`config.mk`:
```
export PLATFORM = sky130hd
export DESIGN_NAME = text_console_writer
export DESIGN_NICKNAME = d
export VERILOG_FILES = /design/src/sv/tcw_pkg.sv /design/src/sv/tcw_fifo.sv /design/src/sv/tcw_front.sv /design/src/sv/tcw_back.sv /design/src/sv/text_console_writer.sv
export VERILOG_INCLUDE_DIRS = /design/src /design/src/sv
export SDC_FILE = /design/constraint.sdc
export NUM_CORES = 2
export LEC_CHECK = 0
export ABC_AREA = 1
export BUFFER_PORTS_ARGS = -buffer_cell sky130_fd_sc_hd__buf_2
export CAP_MARGIN = 25
export CORE_ASPECT_RATIO = 2
export CORE_MARGIN = 1.5
export CORE_UTILIZATION = 43
export DETAILED_ROUTE_END_ITERATION = 12
export GPL_ROUTABILITY_DRIVEN = 0
export MAX_ROUTING_LAYER = met4
export SLEW_MARGIN = 30
export SYNTH_ARGS = -nofsm -noshare
export SYNTH_HDL_FRONTEND = slang
export SYNTH_SLANG_ARGS = --single-unit
```
`constraint.sdc`:
```
create_clock -name clock -period 8.99 [get_ports clock]
set_input_delay 1.3485 -clock clock [delete_from_list [all_inputs] [get_ports clock]]
set_output_delay 1.3485 -clock clock [all_outputs]
set_load 0.01 [all_outputs]
```
`src/sv/assert_macros.svh`:
```
// ----------------------------------------------------------------------------
// Assertion macros
// Shared concurrent assertion forms for the console writer blocks. Every
// form samples on the rising edge of clock and is off while reset is high.
// ----------------------------------------------------------------------------
`ifndef ASSERT_MACROS_SVH
`define ASSERT_MACROS_SVH

// Condition holds at every clock edge.
`define TCW_ASSERT(label, cond, msg) \
   label: assert property (@(posedge clock) disable iff (reset) (cond)) else $error(msg);

// Antecedent implies consequent in the same cycle.
`define TCW_ASSERT_IMP(label, ante, cons, msg) \
   label: assert property (@(posedge clock) disable iff (reset) (ante) |-> (cons)) \
      else $error(msg);

// Antecedent implies consequent in the next cycle.
`define TCW_ASSERT_NEXT(label, ante, cons, msg) \
   label: assert property (@(posedge clock) disable iff (reset) (ante) |=> (cons)) \
      else $error(msg);

`endif

```
`src/sv/tcw_pkg.sv`:
```
`timescale 1ns / 1ps
// ----------------------------------------------------------------------------
// tcw_pkg
// Item types, command codes, register indexes and character codes shared by
// the console writer modules.
// ----------------------------------------------------------------------------
package tcw_pkg;

   // Video-memory command codes.
   typedef enum logic [2:0] {
      CMD_WRITE  = 3'd0,
      CMD_FILL   = 3'd1,
      CMD_COPY   = 3'd2,
      CMD_ORIGIN = 3'd3,
      CMD_CURSOR = 3'd4
   } cmd_type;

   // Input item.
   typedef struct packed {
      logic [7:0] char_code;
      logic       end_of_buffer;
   } req_type;

   // Result item.
   typedef struct packed {
      cmd_type     command;
      logic [15:0] dest_cell;
      logic [15:0] source_cell;
      logic [15:0] cell_count;
      logic [15:0] cell_value;
      logic        last_result;
   } rsp_type;

   // Configuration register indexes.
   localparam logic [2:0] CSR_NUM_COLUMNS    = 3'd0;
   localparam logic [2:0] CSR_NUM_LINES      = 3'd1;
   localparam logic [2:0] CSR_MEMORY_CELLS   = 3'd2;
   localparam logic [2:0] CSR_ERASE_CELL     = 3'd3;
   localparam logic [2:0] CSR_CHAR_ATTRIBUTE = 3'd4;
   localparam logic [2:0] CSR_SCROLL_TOP     = 3'd5;
   localparam logic [2:0] CSR_SCROLL_BOTTOM  = 3'd6;

   typedef struct packed {
      logic [7:0]  num_columns;
      logic [7:0]  num_lines;
      logic [15:0] memory_cells;
      logic [15:0] erase_cell;
      logic [7:0]  char_attribute;
      logic [7:0]  scroll_top;
      logic [7:0]  scroll_bottom;
   } cfg_type;

   localparam cfg_type CFG_RESET = '{
      num_columns:    8'd80,
      num_lines:      8'd25,
      memory_cells:   16'd16384,
      erase_cell:     16'h0720,
      char_attribute: 8'h07,
      scroll_top:     8'd0,
      scroll_bottom:  8'd25
   };

   // Character codes.
   localparam logic [7:0] CHAR_LAST_CONTROL = 8'd31;
   localparam logic [7:0] CHAR_DELETE       = 8'd127;
   localparam logic [7:0] CHAR_LINE_FEED    = 8'd10;
   localparam logic [7:0] CHAR_VERT_TAB     = 8'd11;
   localparam logic [7:0] CHAR_FORM_FEED    = 8'd12;
   localparam logic [7:0] CHAR_CARRIAGE_RET = 8'd13;
   localparam logic [7:0] CHAR_BACKSPACE    = 8'd8;

   // Decoded operation passed from front to back.
   typedef enum logic [2:0] {
      OP_NONE  = 3'd0,
      OP_PRINT = 3'd1,
      OP_LF    = 3'd2,
      OP_CR    = 3'd3,
      OP_DEL   = 3'd4,
      OP_BS    = 3'd5
   } op_kind_type;

   typedef struct packed {
      op_kind_type kind;
      logic [7:0]  char_code;
      logic        end_of_buffer;
   } op_type;

endpackage

```
`src/sv/tcw_fifo.sv`:
```
`timescale 1ns / 1ps
`include "assert_macros.svh"
// ----------------------------------------------------------------------------
// tcw_fifo
// Small synchronous queue of register entries, used between front and back
// and as the result queue.
// ----------------------------------------------------------------------------
module tcw_fifo #(
   parameter type         item_type = logic,
   parameter int unsigned DEPTH     = 4
) (
   input  logic     clock,
   input  logic     reset,
   input  logic     push,
   input  item_type push_item,
   output logic     full,
   input  logic     pop,
   output item_type pop_item,
   output logic     empty
);

   localparam int unsigned PtrWidth   = (DEPTH > 1) ? $clog2(DEPTH) : 1;
   localparam int unsigned CountWidth = $clog2(DEPTH + 1);

   item_type                entry_ff [DEPTH];
   logic [PtrWidth-1:0]     wr_ptr_ff, wr_ptr_in;
   logic [PtrWidth-1:0]     rd_ptr_ff, rd_ptr_in;
   logic [CountWidth-1:0]   count_ff,  count_in;
   logic                    push_ok, pop_ok;

   assign full     = (count_ff == CountWidth'(DEPTH));
   assign empty    = (count_ff == '0);
   assign push_ok  = push && !full;
   assign pop_ok   = pop && !empty;
   assign pop_item = entry_ff[rd_ptr_ff];

   always_comb begin
      wr_ptr_in = wr_ptr_ff;
      rd_ptr_in = rd_ptr_ff;
      count_in  = count_ff;
      if (push_ok) begin
         wr_ptr_in = (wr_ptr_ff == PtrWidth'(DEPTH - 1)) ? '0 : wr_ptr_ff + 1'b1;
      end
      if (pop_ok) begin
         rd_ptr_in = (rd_ptr_ff == PtrWidth'(DEPTH - 1)) ? '0 : rd_ptr_ff + 1'b1;
      end
      if (push_ok && !pop_ok) begin
         count_in = count_ff + 1'b1;
      end else if (pop_ok && !push_ok) begin
         count_in = count_ff - 1'b1;
      end
   end

   always_ff @(posedge clock) begin
      if (reset) begin
         wr_ptr_ff <= '0;
         rd_ptr_ff <= '0;
         count_ff  <= '0;
      end else begin
         wr_ptr_ff <= wr_ptr_in;
         rd_ptr_ff <= rd_ptr_in;
         count_ff  <= count_in;
      end
   end

   always_ff @(posedge clock) begin
      if (push_ok) begin
         entry_ff[wr_ptr_ff] <= push_item;
      end
   end

   `TCW_ASSERT(a_count_bound, count_ff <= CountWidth'(DEPTH), "fifo count above depth")
   `TCW_ASSERT_NEXT(a_count_grow, push_ok && !pop_ok,
                    count_ff == $past(count_ff) + 1'b1, "fifo count did not grow on push")
   `TCW_ASSERT_NEXT(a_count_shrink, pop_ok && !push_ok,
                    count_ff == $past(count_ff) - 1'b1, "fifo count did not shrink on pop")

endmodule

```
`src/sv/tcw_front.sv`:
```
`timescale 1ns / 1ps
// ----------------------------------------------------------------------------
// tcw_front
// Accept character items and classify them into back-end operations.
// ----------------------------------------------------------------------------
module tcw_front (
   input  logic             req_push,
   input  tcw_pkg::req_type req_data,
   output logic             req_full,
   output logic             op_push,
   output tcw_pkg::op_type  op_item,
   input  logic             op_full
);

   tcw_pkg::op_kind_type kind;
   logic [7:0]           code;

   assign code = req_data.char_code;

   always_comb begin
      priority if (code > tcw_pkg::CHAR_LAST_CONTROL && code < tcw_pkg::CHAR_DELETE) begin
         kind = tcw_pkg::OP_PRINT;
      end else if (code == tcw_pkg::CHAR_LINE_FEED || code == tcw_pkg::CHAR_VERT_TAB ||
                   code == tcw_pkg::CHAR_FORM_FEED) begin
         kind = tcw_pkg::OP_LF;
      end else if (code == tcw_pkg::CHAR_CARRIAGE_RET) begin
         kind = tcw_pkg::OP_CR;
      end else if (code == tcw_pkg::CHAR_DELETE) begin
         kind = tcw_pkg::OP_DEL;
      end else if (code == tcw_pkg::CHAR_BACKSPACE) begin
         kind = tcw_pkg::OP_BS;
      end else begin
         kind = tcw_pkg::OP_NONE;
      end
   end

   // Drop ignored codes unless they close the buffer.
   assign req_full              = op_full;
   assign op_push               = req_push && !op_full &&
                                  (kind != tcw_pkg::OP_NONE || req_data.end_of_buffer);
   assign op_item.kind          = kind;
   assign op_item.char_code     = code;
   assign op_item.end_of_buffer = req_data.end_of_buffer;

endmodule

```
`src/sv/tcw_back.sv`:
```
`timescale 1ns / 1ps
`include "assert_macros.svh"
// ----------------------------------------------------------------------------
// tcw_back
// Cursor and window state plus the command sequencer; issues at most one
// command per cycle into the result queue, holding while that queue is full.
// ----------------------------------------------------------------------------
module tcw_back (
   input  logic             clock,
   input  logic             reset,
   input  tcw_pkg::cfg_type cfg,
   input  tcw_pkg::op_type  op_item,
   input  logic             op_empty,
   output logic             op_pop,
   output logic             rsp_push,
   output tcw_pkg::rsp_type rsp_item,
   input  logic             rsp_full
);

   typedef enum logic [7:0] {
      ST_HEAD    = 8'b0000_0001,
      ST_LF      = 8'b0000_0010,
      ST_WFILL   = 8'b0000_0100,
      ST_PFILL   = 8'b0000_1000,
      ST_ORG     = 8'b0001_0000,
      ST_WRITE   = 8'b0010_0000,
      ST_EOB_MUL = 8'b0100_0000,
      ST_EOB     = 8'b1000_0000
   } state_type;

   state_type   state_ff, state_in;
   logic [7:0]  col_ff, col_in;
   logic [7:0]  row_ff, row_in;
   logic [15:0] cell_ff, cell_in;
   logic [15:0] origin_ff, origin_in;
   logic [15:0] cur_prod_ff, cur_prod_in;

   // Products of the configuration, refreshed every cycle.
   logic [15:0] lines_cols_ff, body_ff, top_off_ff, region_cnt_ff, region_end_ff;
   logic [7:0]  region_rows;
   logic [8:0]  region_span;

   logic [15:0] cols16;
   logic [16:0] new_origin;
   logic [17:0] window_end;
   logic        wraps, full_screen, no_scroll, in_range, eob;
   logic        emit, advance, finish, after_lf, pop_req, lf_last;
   logic [15:0] part_dest;

   assign cols16      = 16'(cfg.num_columns);
   assign eob         = op_item.end_of_buffer;
   assign region_rows = (cfg.scroll_bottom > cfg.scroll_top) ?
                        cfg.scroll_bottom - cfg.scroll_top - 8'd1 : 8'd0;
   assign region_span = {1'b0, cfg.scroll_top} + {1'b0, region_rows};

   always_ff @(posedge clock) begin
      lines_cols_ff <= 16'(cfg.num_lines) * cols16;
      body_ff       <= (cfg.num_lines == 8'd0) ? 16'd0 :
                       16'(cfg.num_lines - 8'd1) * cols16;
      top_off_ff    <= 16'(cfg.scroll_top) * cols16;
      region_cnt_ff <= 16'(region_rows) * cols16;
      region_end_ff <= 16'(region_span) * cols16;
   end

   assign new_origin  = {1'b0, origin_ff} + 17'(cfg.num_columns);
   assign window_end  = {1'b0, new_origin} + 18'(lines_cols_ff);
   assign wraps       = window_end > 18'(cfg.memory_cells);
   assign full_screen = (cfg.scroll_top == 8'd0) && (cfg.scroll_bottom == cfg.num_lines);
   assign no_scroll   = ({1'b0, row_ff} + 9'd1) < {1'b0, cfg.scroll_bottom};
   assign in_range    = !(col_ff > cfg.num_columns || row_ff >= cfg.num_lines);
   assign part_dest   = origin_ff + top_off_ff;
   assign lf_last     = (op_item.kind != tcw_pkg::OP_PRINT) && !eob;

   always_comb begin
      state_in    = state_ff;
      col_in      = col_ff;
      row_in      = row_ff;
      cell_in     = cell_ff;
      origin_in   = origin_ff;
      cur_prod_in = cur_prod_ff;
      emit        = 1'b0;
      finish      = 1'b0;
      after_lf    = 1'b0;
      pop_req     = 1'b0;
      rsp_item    = '0;
      unique case (state_ff)
         ST_HEAD: begin
            if (!op_empty) begin
               unique case (op_item.kind)
                  tcw_pkg::OP_PRINT: begin
                     if (col_ff >= cfg.num_columns) begin
                        // past the line end: back up a row, then feed
                        col_in   = col_ff - cfg.num_columns;
                        cell_in  = cell_ff - cols16;
                        state_in = ST_LF;
                     end else begin
                        emit                 = 1'b1;
                        rsp_item.command     = tcw_pkg::CMD_WRITE;
                        rsp_item.dest_cell   = cell_ff;
                        rsp_item.cell_value  = {cfg.char_attribute, op_item.char_code};
                        rsp_item.last_result = !eob;
                        cell_in              = cell_ff + 16'd1;
                        col_in               = col_ff + 8'd1;
                        finish               = 1'b1;
                     end
                  end
                  tcw_pkg::OP_LF: begin
                     state_in = ST_LF;
                  end
                  tcw_pkg::OP_CR: begin
                     cell_in = cell_ff - 16'(col_ff);
                     col_in  = 8'd0;
                     finish  = 1'b1;
                  end
                  tcw_pkg::OP_DEL: begin
                     if (col_ff != 8'd0) begin
                        emit                 = 1'b1;
                        rsp_item.command     = tcw_pkg::CMD_WRITE;
                        rsp_item.dest_cell   = cell_ff - 16'd1;
                        rsp_item.cell_value  = cfg.erase_cell;
                        rsp_item.last_result = !eob;
                        cell_in              = cell_ff - 16'd1;
                        col_in               = col_ff - 8'd1;
                     end
                     finish = 1'b1;
                  end
                  tcw_pkg::OP_BS: begin
                     if (col_ff != 8'd0) begin
                        cell_in = cell_ff - 16'd1;
                        col_in  = col_ff - 8'd1;
                     end
                     finish = 1'b1;
                  end
                  default: begin
                     finish = 1'b1;
                  end
               endcase
            end
         end
         ST_LF: begin
            if (no_scroll) begin
               row_in   = row_ff + 8'd1;
               cell_in  = cell_ff + cols16;
               after_lf = 1'b1;
            end else if (full_screen && !wraps) begin
               // slide the window one row down through memory
               emit                = 1'b1;
               rsp_item.command    = tcw_pkg::CMD_FILL;
               rsp_item.dest_cell  = origin_ff + lines_cols_ff;
               rsp_item.cell_count = cols16;
               rsp_item.cell_value = cfg.erase_cell;
               origin_in           = new_origin[15:0];
               cell_in             = cell_ff + cols16;
               state_in            = ST_ORG;
            end else if (full_screen) begin
               // window runs off the end: copy it back to the base
               emit                 = 1'b1;
               rsp_item.command     = tcw_pkg::CMD_COPY;
               rsp_item.source_cell = new_origin[15:0];
               rsp_item.cell_count  = body_ff;
               cell_in              = cell_ff - origin_ff;
               origin_in            = 16'd0;
               state_in             = ST_WFILL;
            end else begin
               emit                 = 1'b1;
               rsp_item.command     = tcw_pkg::CMD_COPY;
               rsp_item.dest_cell   = part_dest;
               rsp_item.source_cell = part_dest + cols16;
               rsp_item.cell_count  = region_cnt_ff;
               state_in             = ST_PFILL;
            end
         end
         ST_WFILL: begin
            emit                = 1'b1;
            rsp_item.command    = tcw_pkg::CMD_FILL;
            rsp_item.dest_cell  = body_ff;
            rsp_item.cell_count = cols16;
            rsp_item.cell_value = cfg.erase_cell;
            state_in            = ST_ORG;
         end
         ST_PFILL: begin
            emit                 = 1'b1;
            rsp_item.command     = tcw_pkg::CMD_FILL;
            rsp_item.dest_cell   = origin_ff + region_end_ff;
            rsp_item.cell_count  = cols16;
            rsp_item.cell_value  = cfg.erase_cell;
            rsp_item.last_result = lf_last;
            after_lf             = 1'b1;
         end
         ST_ORG: begin
            emit                 = 1'b1;
            rsp_item.command     = tcw_pkg::CMD_ORIGIN;
            rsp_item.dest_cell   = origin_ff;
            rsp_item.last_result = lf_last;
            after_lf             = 1'b1;
         end
         ST_WRITE: begin
            emit                 = 1'b1;
            rsp_item.command     = tcw_pkg::CMD_WRITE;
            rsp_item.dest_cell   = cell_ff;
            rsp_item.cell_value  = {cfg.char_attribute, op_item.char_code};
            rsp_item.last_result = !eob;
            cell_in              = cell_ff + 16'd1;
            col_in               = col_ff + 8'd1;
            finish               = 1'b1;
         end
         ST_EOB_MUL: begin
            cur_prod_in = 16'(row_ff) * cols16;
            state_in    = ST_EOB;
         end
         ST_EOB: begin
            emit                 = 1'b1;
            rsp_item.command     = tcw_pkg::CMD_CURSOR;
            rsp_item.dest_cell   = in_range ? origin_ff + cur_prod_ff + 16'(col_ff) : cell_ff;
            rsp_item.last_result = 1'b1;
            cell_in              = rsp_item.dest_cell;
            pop_req              = 1'b1;
            state_in             = ST_HEAD;
         end
         default: begin
            state_in = ST_HEAD;
         end
      endcase
      if (after_lf) begin
         if (op_item.kind == tcw_pkg::OP_PRINT) begin
            state_in = ST_WRITE;
         end else begin
            finish = 1'b1;
         end
      end
      if (finish) begin
         if (eob) begin
            state_in = ST_EOB_MUL;
         end else begin
            pop_req  = 1'b1;
            state_in = ST_HEAD;
         end
      end
   end

   // Hold everything while a command waits for queue space.
   assign advance  = !emit || !rsp_full;
   assign rsp_push = emit && !rsp_full;
   assign op_pop   = pop_req && advance;

   always_ff @(posedge clock) begin
      if (reset) begin
         state_ff  <= ST_HEAD;
         col_ff    <= 8'd0;
         row_ff    <= 8'd0;
         cell_ff   <= 16'd0;
         origin_ff <= 16'd0;
      end else if (advance) begin
         state_ff  <= state_in;
         col_ff    <= col_in;
         row_ff    <= row_in;
         cell_ff   <= cell_in;
         origin_ff <= origin_in;
      end
   end

   always_ff @(posedge clock) begin
      cur_prod_ff <= cur_prod_in;
   end

   `TCW_ASSERT(a_no_push_full, !(rsp_push && rsp_full), "command pushed into full queue")
   `TCW_ASSERT_IMP(a_pop_has_op, op_pop, !op_empty, "operation popped from empty queue")
   `TCW_ASSERT_IMP(a_cursor_last, rsp_push && state_ff == ST_EOB,
                   rsp_item.last_result && rsp_item.command == tcw_pkg::CMD_CURSOR,
                   "cursor command not marked last")

endmodule

```
`src/sv/text_console_writer.sv`:
```
`timescale 1ns / 1ps
// ----------------------------------------------------------------------------
// text_console_writer
// Text-mode console character writer: turns a character stream into
// video-memory commands (write cell, fill row, copy block, set origin,
// set cursor), keeping the cursor and the window origin.
// ----------------------------------------------------------------------------
//
//   port group  direction  handshake                 payload
//   req_        in         req_push / req_full       tcw_pkg::req_type
//   rsp_        out        rsp_pop / rsp_empty       tcw_pkg::rsp_type
//   csr_        in         csr_valid / csr_ready     csr_index, csr_wdata
//
// The back sequencer issues at most one command per cycle. A printable code
// writes its cell directly; a line feed enters its own state, then steps down a
// row or issues one scroll command at a time (two or three); a printable past
// the line end runs that line feed first and then writes. end_of_buffer adds a
// multiply step, then issues the cursor command. Items with no effect are dropped
// at the front. Reset is synchronous and clears cursor, window origin and queues
// at once; configuration returns to its defaults. A full result queue stalls the
// back sequencer only; the front keeps accepting until the operation queue fills.
// ----------------------------------------------------------------------------
module text_console_writer #(
   parameter int unsigned OP_DEPTH  = 4,
   parameter int unsigned RSP_DEPTH = 4
) (
   input  logic             clock,
   input  logic             reset,
   // character items
   input  logic             req_push,
   input  tcw_pkg::req_type req_data,
   output logic             req_full,
   // command items
   output logic             rsp_empty,
   input  logic             rsp_pop,
   output tcw_pkg::rsp_type rsp_data,
   // register writes
   input  logic             csr_valid,
   output logic             csr_ready,
   input  logic [2:0]       csr_index,
   input  logic [15:0]      csr_wdata
);

   tcw_pkg::cfg_type cfg_ff;
   tcw_pkg::op_type  front_item, back_item;
   tcw_pkg::rsp_type cmd_item;
   logic             op_push, op_full, op_pop, op_empty;
   logic             cmd_push, cmd_full;

   // Always writable; user must send writes only while block is idle; unchecked.
   assign csr_ready = 1'b1;

   always_ff @(posedge clock) begin
      if (reset) begin
         cfg_ff <= tcw_pkg::CFG_RESET;
      end else if (csr_valid) begin
         unique case (csr_index)
            tcw_pkg::CSR_NUM_COLUMNS:    cfg_ff.num_columns    <= csr_wdata[7:0];
            tcw_pkg::CSR_NUM_LINES:      cfg_ff.num_lines      <= csr_wdata[7:0];
            tcw_pkg::CSR_MEMORY_CELLS:   cfg_ff.memory_cells   <= csr_wdata;
            tcw_pkg::CSR_ERASE_CELL:     cfg_ff.erase_cell     <= csr_wdata;
            tcw_pkg::CSR_CHAR_ATTRIBUTE: cfg_ff.char_attribute <= csr_wdata[7:0];
            tcw_pkg::CSR_SCROLL_TOP:     cfg_ff.scroll_top     <= csr_wdata[7:0];
            tcw_pkg::CSR_SCROLL_BOTTOM:  cfg_ff.scroll_bottom  <= csr_wdata[7:0];
            default: begin
               // drop writes to unmapped indexes
            end
         endcase
      end
   end

   // Front: accept and classify characters.
   tcw_front u_front (
      .req_push (req_push),
      .req_data (req_data),
      .req_full (req_full),
      .op_push  (op_push),
      .op_item  (front_item),
      .op_full  (op_full)
   );

   // Decoupling queue of decoded operations.
   tcw_fifo #(
      .item_type (tcw_pkg::op_type),
      .DEPTH     (OP_DEPTH)
   ) u_op_fifo (
      .clock     (clock),
      .reset     (reset),
      .push      (op_push),
      .push_item (front_item),
      .full      (op_full),
      .pop       (op_pop),
      .pop_item  (back_item),
      .empty     (op_empty)
   );

   // Back: cursor/window state and command sequencing.
   tcw_back u_back (
      .clock    (clock),
      .reset    (reset),
      .cfg      (cfg_ff),
      .op_item  (back_item),
      .op_empty (op_empty),
      .op_pop   (op_pop),
      .rsp_push (cmd_push),
      .rsp_item (cmd_item),
      .rsp_full (cmd_full)
   );

   // Result queue; its head drives the result ports.
   tcw_fifo #(
      .item_type (tcw_pkg::rsp_type),
      .DEPTH     (RSP_DEPTH)
   ) u_rsp_fifo (
      .clock     (clock),
      .reset     (reset),
      .push      (cmd_push),
      .push_item (cmd_item),
      .full      (cmd_full),
      .pop       (rsp_pop),
      .pop_item  (rsp_data),
      .empty     (rsp_empty)
   );

endmodule

```
Word level (Yosys, flattened, before mapping)
Memory sizes are Yosys's and may differ from the RTL's. A register that Yosys moved wholly into a read port is not among the register bits.
Cells that the tools add are included.
{"block": "totals", "in_bits": 33, "ram_bits": 320, "ff_bits": 238, "memories": 2, "output_inout_bits": 71, "wordCells": 254}
{"block": "op_classes", "n_eq_ne": 37, "reduce_logical": 60, "mul": 6, "n_mux": 85, "bitwise": 1, "n_addsub": 31, "n_lt_le_gt_ge": 8}
{"memory": "u_rsp_fifo.entry_ff", "words": 4, "width": 68, "rd": 1, "rd_clocked_by_memory_dff": 1, "wr": 1, "line": "tcw_fifo.sv:25", "text": "item_type entry_ff [DEPTH];"}
{"memory": "u_op_fifo.entry_ff", "words": 4, "width": 12, "rd": 1, "rd_clocked_by_memory_dff": 1, "wr": 1, "line": "tcw_fifo.sv:25"}
{"op": "2-to-1 mux 16 bit", "count": 16}
{"op": "case mux 19 bit (7 select lines)", "count": 1}
{"op": "case mux 16 bit (4 select lines)", "count": 2}
{"op": "2-to-1 mux 8 bit", "count": 11}
{"op": "2-to-1 mux 66 bit", "count": 1}
{"op": "adder 16 bit", "count": 4}
{"op": "multiplier 8 x 8 -> 16 bit", "count": 4}
{"op": "2-to-1 mux 17 bit", "count": 3}
{"op": "adder 16 x 8 -> 16 bit", "count": 3}
{"op": "== test 8 x 4 -> 1 bit (second input constant)", "count": 6}
{"op": "case mux 16 bit (3 select lines)", "count": 1}
{"op": "case mux 8 bit (5 select lines)", "count": 1}
{"op": "case mux 19 bit (2 select lines)", "count": 1}
{"op": "case mux 17 bit (2 select lines)", "count": 1}
{"op": "2-to-1 mux 32 bit", "count": 1}
{"op": "case mux 16 bit (2 select lines)", "count": 1}
{"op": "case mux 8 bit (2 select lines)", "count": 2}
{"op": "subtractor 16 x 8 -> 16 bit", "count": 2}
{"op": "2-to-1 mux 3 bit", "count": 9}
{"op": "case mux 8 bit (3 select lines)", "count": 1}
{"op": "== test 3 bit (second input constant)", "count": 7}
{"op": "2-to-1 mux 19 bit", "count": 1}
{"op": "adder 17 x 16 -> 18 bit", "count": 1}
{"op": "greater-than comparator 18 x 16 -> 1 bit", "count": 1}
{"op": "other kinds (62)", "count": 147}

Depth between registers and ports, before layout
{"block": "depth", "depth_word": 14, "ltp_mapped": 39}

Hierarchy
From an unflattened synthesis, not the netlist that was laid out.
{"block": "hier_totals", "cells_unflattened": 5787, "hier_area_um2": 46283.1}
{"mod": "tcw_back", "n_inst": 1, "cells_each": 4407, "area_each_um2": 30309.1}
{"mod": "tcw_fifo (u_rsp_fifo)", "n_inst": 1, "cells_each": 728, "area_each_um2": 10561.4}
{"mod": "text_console_writer", "n_inst": 1, "cells_each": 412, "area_each_um2": 2851.5}
{"mod": "tcw_fifo (u_op_fifo)", "n_inst": 1, "cells_each": 187, "area_each_um2": 2285.9}
{"mod": "tcw_front", "n_inst": 1, "cells_each": 53, "area_each_um2": 275.3}

Worst setup path after synthesis
No wires, ideal clock.
{"block": "synth_timing", "path_type": "reg-to-reg", "startpoint": "reg cfg_ff[15] (netlist name)", "endpoint": "reg u_back.region_end_ff[14]", "n_path_buf": 1, "stages_incl_launch_ff": 34, "arrival_ns": 6.495, "path_slack_ns": 2.372, "setup_ns": 0.123, "synth_period_minus_slack_ns": 6.618, "path_cell_list": "dfxtp_1 -> buf_2 -> inv_1 -> ha_1 -> inv_1 -> nor4_1 -> nand4_1 -> nand2_1 -> inv_1 -> nand2_1 -> inv_1 -> ha_1 -> fa_1 -> a21oi_1 -> o21bai_1 -> a21oi_1 -> o21ai_0 -> xor2_1 -> nor2_1 -> fa_1 -> fa_1 -> fa_1 -> inv_1 -> fa_1 -> inv_1 -> ha_1 -> nand2_1 -> o21ai_0 -> a21oi_1 -> o21bai_1 -> nand2_1 -> nand2_1 -> a21oi_1 -> xor2_1"}
{"block": "synth_between", "elab_chain_cells": 5, "elab_cells_between_ends": 6, "classes_between": "3 x add/sub; 1 x mul; 1 x order compare; 1 x mux"}
{"item": "from (decl)", "line": "text_console_writer.sv:44", "text": "tcw_pkg::cfg_type cfg_ff;"}
{"item": "from (signal assigned)", "line": "text_console_writer.sv:55", "text": "cfg_ff <= tcw_pkg::CFG_RESET;"}
{"item": "subtractor 8 bit", "line": "tcw_back.sv:53", "text": "cfg.scroll_bottom - cfg.scroll_top - 8'd1 : 8'd0;"}
{"item": "subtractor 8 x 1 -> 8 bit", "line": "tcw_back.sv:53"}
{"item": "2-to-1 mux 8 bit", "line": "tcw_back.sv:52", "text": "assign region_rows = (cfg.scroll_bottom > cfg.scroll_top) ?"}
{"item": "adder 8 x 8 -> 9 bit (*)", "line": "tcw_back.sv:54", "text": "assign region_span = {1'b0, cfg.scroll_top} + {1'b0, region_rows};"}
{"item": "multiplier 9 x 8 -> 16 bit (*)", "line": "tcw_back.sv:62", "text": "region_end_ff <= 16'(region_span) * cols16;"}
{"item": "to (signal assigned)", "line": "tcw_back.sv:62"}
{"item": "to (decl)", "line": "tcw_back.sv:39", "text": "logic [15:0] lines_cols_ff, body_ff, top_off_ff, region_cnt_ff, region_end_ff;"}
Mark *: on every way between the ends. The rest lies on a longest branch, timed or not.
A chain may end at the register's enable or synchronous reset.

==> results summary <==
The synthesized netlist devotes 14.0% of its cell area to compound gates. The total negative slack came out at 0 ns. The layout overhead on the synthesized area is 8.26%. The number of rows created at floorplan came out at 168. The count of state elements after synthesis is 562. The number of flops mapped to enable cells by yosys came out at ~340. After detailed routing, the number of vias per cell comes to 5.73. The count of port buffers added during placement is 102. The number of buffers added by the clock tree synthesis step came out at 50.

The net switching power of the design is around 5.2 mW. Setup violations remaining at the end of the flow were counted as 0. The dominant combinational cell family by area after synthesis is adder cells. For the pin with the worst max-slew slack, the measured transition is 1.12 ns. The share of synthesized registers carrying an async set or reset is 0%. The clock sink total came out at 562.

The count of nets left with antenna violations after detail routing is 0. The number of pins exceeding their max-slew limit in the final report is 0. The starting utilization of the core area came out at 43.3%. The library cell with the highest instance count after synthesis is sky130_fd_sc_hd__nand2_1.

The buffer levels on the longest clock path came out at 3. The relative contribution of combinational cells to total power is 48.7%. The power density relative to cell area came out at 230 nW/µm². The maximum number of pins on one net before global-route repair is 79.

The share of final-layout standard cells stronger than drive strength 1 is 6.65%. The first detailed-routing pass ran for 8 iterations. The share of the synthesized netlist area taken by xor and xnor gates came out at under 10%.

Sorting the synthesized cells by how often they occur yields sky130_fd_sc_hd__nand2_1 (923), sky130_fd_sc_hd__inv_1 (870), sky130_fd_sc_hd__nor2_1 (507), sky130_fd_sc_hd__ha_1 (418), sky130_fd_sc_hd__a21oi_1 (399). The wire length of the first global-routing pass is 252 mm. The run finished with clean final reports. The critical path required time came out at 9.27 ns. The total number of nets in the final design is between 6000 and 7000.

The cell count after synthesis came out at 5481. The sum of net half-perimeters after detailed placement is ~130 mm. The proportion of total power due to net switching came out at 46.3%. The Yosys warning count came out at 0. The kind of launch point of the worst setup path is a flop. CTS built an H-tree with a depth of 2. The number of nets in the synthesized netlist is ~6200. The kind of cell with the highest combined delay along the critical path is simple AND/OR/NAND/NOR gates.

The worst hold slack after final layout came out at 0.460 ns. The cell leakage power is 23.1 nW. The total via count in the routed design came out at 39600.

Counting distinct cell types in the post-synthesis netlist gives 72. Of the synthesized area, sequential elements account for between 30% and 40%. After layout, the worst path uses 88.4% of the clock period. The die is 462 µm tall. The kind of end point of the critical path is a flop.

The hold violation count in the final report came out at 0. The mean instance size in the synthesized netlist is 8.25 µm². The post-synthesis instance area came out at about 45000 µm².

For this design the top-level I/O count stands at between 100 and 150. The number of antenna violations at the first check in global routing came out at 20. Counting stages on the worst path, the most repeated cell is sky130_fd_sc_hd__nand2_1. The area of the die came out at 107000 µm². The total of cells resized after clock tree synthesis came out at 0. Summing the areas of all fa, ha and maj instances in the mapped netlist gives 23.3% of the synthesized area. The number of DRC violations after detailed routing came out at 0. The internal power is around 6.1 mW. CTS placed an instance of sky130_fd_sc_hd__clkbuf_16 at the clock tree root. Counting both buffers and inverters, the worst setup path holds a total of 3.

The portion of netlist area occupied by mux cells is 0%. The critical path class is flop to flop. The via count of the first global-routing pass came out at 39900. The clock period minus final worst setup slack is about 7.9 ns. The core area came out at between 100000 and 150000 µm². On the final layout, the worst clock skew is between 0.05 and 0.06 ns. Setup repair after global routing left no endpoint under its margin.

The clock slew seen by the registers of the worst setup and hold paths is 0.07 ns. Summed over all instances, the cell type with the most area after synthesis is sky130_fd_sc_hd__edfxtp_1. The post-CTS setup-driven buffer insertion count is 0. Across the VDD grid, the largest voltage drop is about 0.16 mV. The area fraction of the dominant cell type after synthesis came out at 22.3%.

The clock latency reported for the late side of the worst-skew pair came out at approximately 0.7 ns. The fraction of power consumed by the clock network came out at 20.8%. The clock tree from TritonCTS is built. The total congestion overflow came out at 0. For this design, the CTS-stage hold fixing added 0 buffers. Sequential cells burn a little under a third of the power. The most used flip-flop cell after synthesis is sky130_fd_sc_hd__edfxtp_1. After detailed routing, the average wire length per cell comes to 25.0 µm. The worst min-delay path category is flop to flop. The worst endpoint data arrival time is 8.22 ns. The total routed wirelength is 173 mm.

For this run, the total global-route usage over all layers was measured as roughly a third. The basic-gate share of the synthesized area counting and, or, nand and nor cells is 16.7%. In this run the tightest slew margin relative to its limit is 24.9%.

Measured along the x axis, the die boundary spans about 230 µm. Along the worst path, the maximum fanout reaches 14. Sorting the synthesized cells by area gives the leading types as sky130_fd_sc_hd__edfxtp_1 (22%), sky130_fd_sc_hd__fa_1 (12%), sky130_fd_sc_hd__ha_1 (12%). The tool flagged a number of max-cap violations equal to 0. The slowest cell on the critical path is sky130_fd_sc_hd__xor2_1. For this run, the top clock speed supported by timing is 126 MHz. The number of DRC violations after detailed-routing iteration 0 came out at 3219. The largest stage delay on the critical path came out at between 0.8 and 0.9 ns.
[layout by cell type, fill, tap and decap left out, drive strengths merged, types with 51 or more instances in the layout]
cell type	synthesis	layout
nand2	936	936
inv	897	907
nor2	523	523
ha	418	418
o21ai	405	405
a21oi	401	401
edfxtp	336	336
fa	266	266
dfxtp	226	226
nand3	178	178
buf	48	165
xor2	163	163
o22ai	107	107
clkbuf	156	66
nor3	51	51
[layout make-up]
type                    instances  area, µm²
fillers                     10300      55500
multi-input cells            3800      26400
flip-flops and latches        562      14600
inverters                     915       3440
well taps                    1360       1700
clock buffers                  66       1390
repair buffers                165       1020
clock inverters                26        348
diodes                         23       57.6
[state kept, by name, indices dropped and copies added, names as in the netlist, named ones only]
name / cells
u_back.region_cnt_ff: 16
u_op_fifo.wr_ptr_ff: 2
u_back.cell_ff: 16
u_rsp_fifo.wr_ptr_ff: 2
u_back.col_ff: 8
u_rsp_fifo.rd_ptr_ff: 2
u_back.origin_ff: 16
u_back.row_ff: 8
u_op_fifo.entry_ff: 48
u_op_fifo.count_ff: 3
u_back.cur_prod_ff: 16
cfg_ff: 72
u_back.state_ff: 8
u_rsp_fifo.entry_ff: 272
u_rsp_fifo.count_ff: 3
u_op_fifo.rd_ptr_ff: 2
u_back.region_end_ff: 16
u_back.top_off_ff: 16
u_back.lines_cols_ff: 16
u_back.body_ff: 16
[layer usage]
layer  wire [µm]  track usage, %
met5           0               -
met3       13300            9.14
met4       20500            32.7
met2       83600            55.3
met1       55200            30.9
[power groups by stage]
stage | Clock (mW) | Combinational (mW) | Sequential (mW)
final | 2.34 | 5.48 | 3.44
after global routing | 2.45 | 5.95 | 3.47
after detailed placement | 0 | 5.26 | 3.49
after global placement | 0 | 5.20 | 3.48
after CTS | 2.35 | 5.28 | 3.43
after floorplan | 0 | 3.67 | 3.29
[per-stage QoR]
stage / setup slack (ns) / utilization (%) / total power, mW / instance area (µm²) / instances
finish: 1.04 / 46.8 / 11.3 / 48900 / 6917
global route: 0.535 / 46.8 / 11.9 / 48900 / 6914
CTS: 1.31 / 46.7 / 11.1 / 48800 / 6892
detailed placement: 1.33 / 45.1 / 8.74 / 47100 / 6800
global placement: 1.33 / 45.1 / 8.68 / 47100 / 6800
floorplan: 2.37 / - / 6.95 / 45200 / 5481
[path summary, 6_finish.rpt]
| kind | slack (ns) | start | cells past startpoint | end |
|---|---|---|---|---|
| max | 1.04 | u_back.origin_ff[1]$_SDFFE_PP0P_ | 27 | u_rsp_fifo.entry_ff[2][55]$_DFFE_PP_ |
| min | 0.46 | cfg_ff[25]$_SDFFE_PP0P_ | 2 | cfg_ff[25]$_SDFFE_PP0P_ |
| max reg2reg | 1.04 | u_back.origin_ff[1]$_SDFFE_PP0P_ | 27 | u_rsp_fifo.entry_ff[2][55]$_DFFE_PP_ |
| min reg2reg | 0.46 | cfg_ff[25]$_SDFFE_PP0P_ | 2 | cfg_ff[25]$_SDFFE_PP0P_ |
[worst reg2reg max path: cells and delay by family (launching register included)]
family          cells  cell delay [ns]
xor+xnor            2             0.98
compound gates      7             1.69
simple gates       12             2.40
fa+ha+maj           3             1.20
buf+inv             3             0.52
flops               1             0.76
[cells by family after synthesis]
family,after synthesis
xor gates and xnor gates,213
AOI/OAI and AO/OA,1119
and+or+nand+nor,1783
DFF,562
other,1
adders and majority gates,684
buffers and inverters,1119
Note: power is estimated with default switching activity, not from simulation.
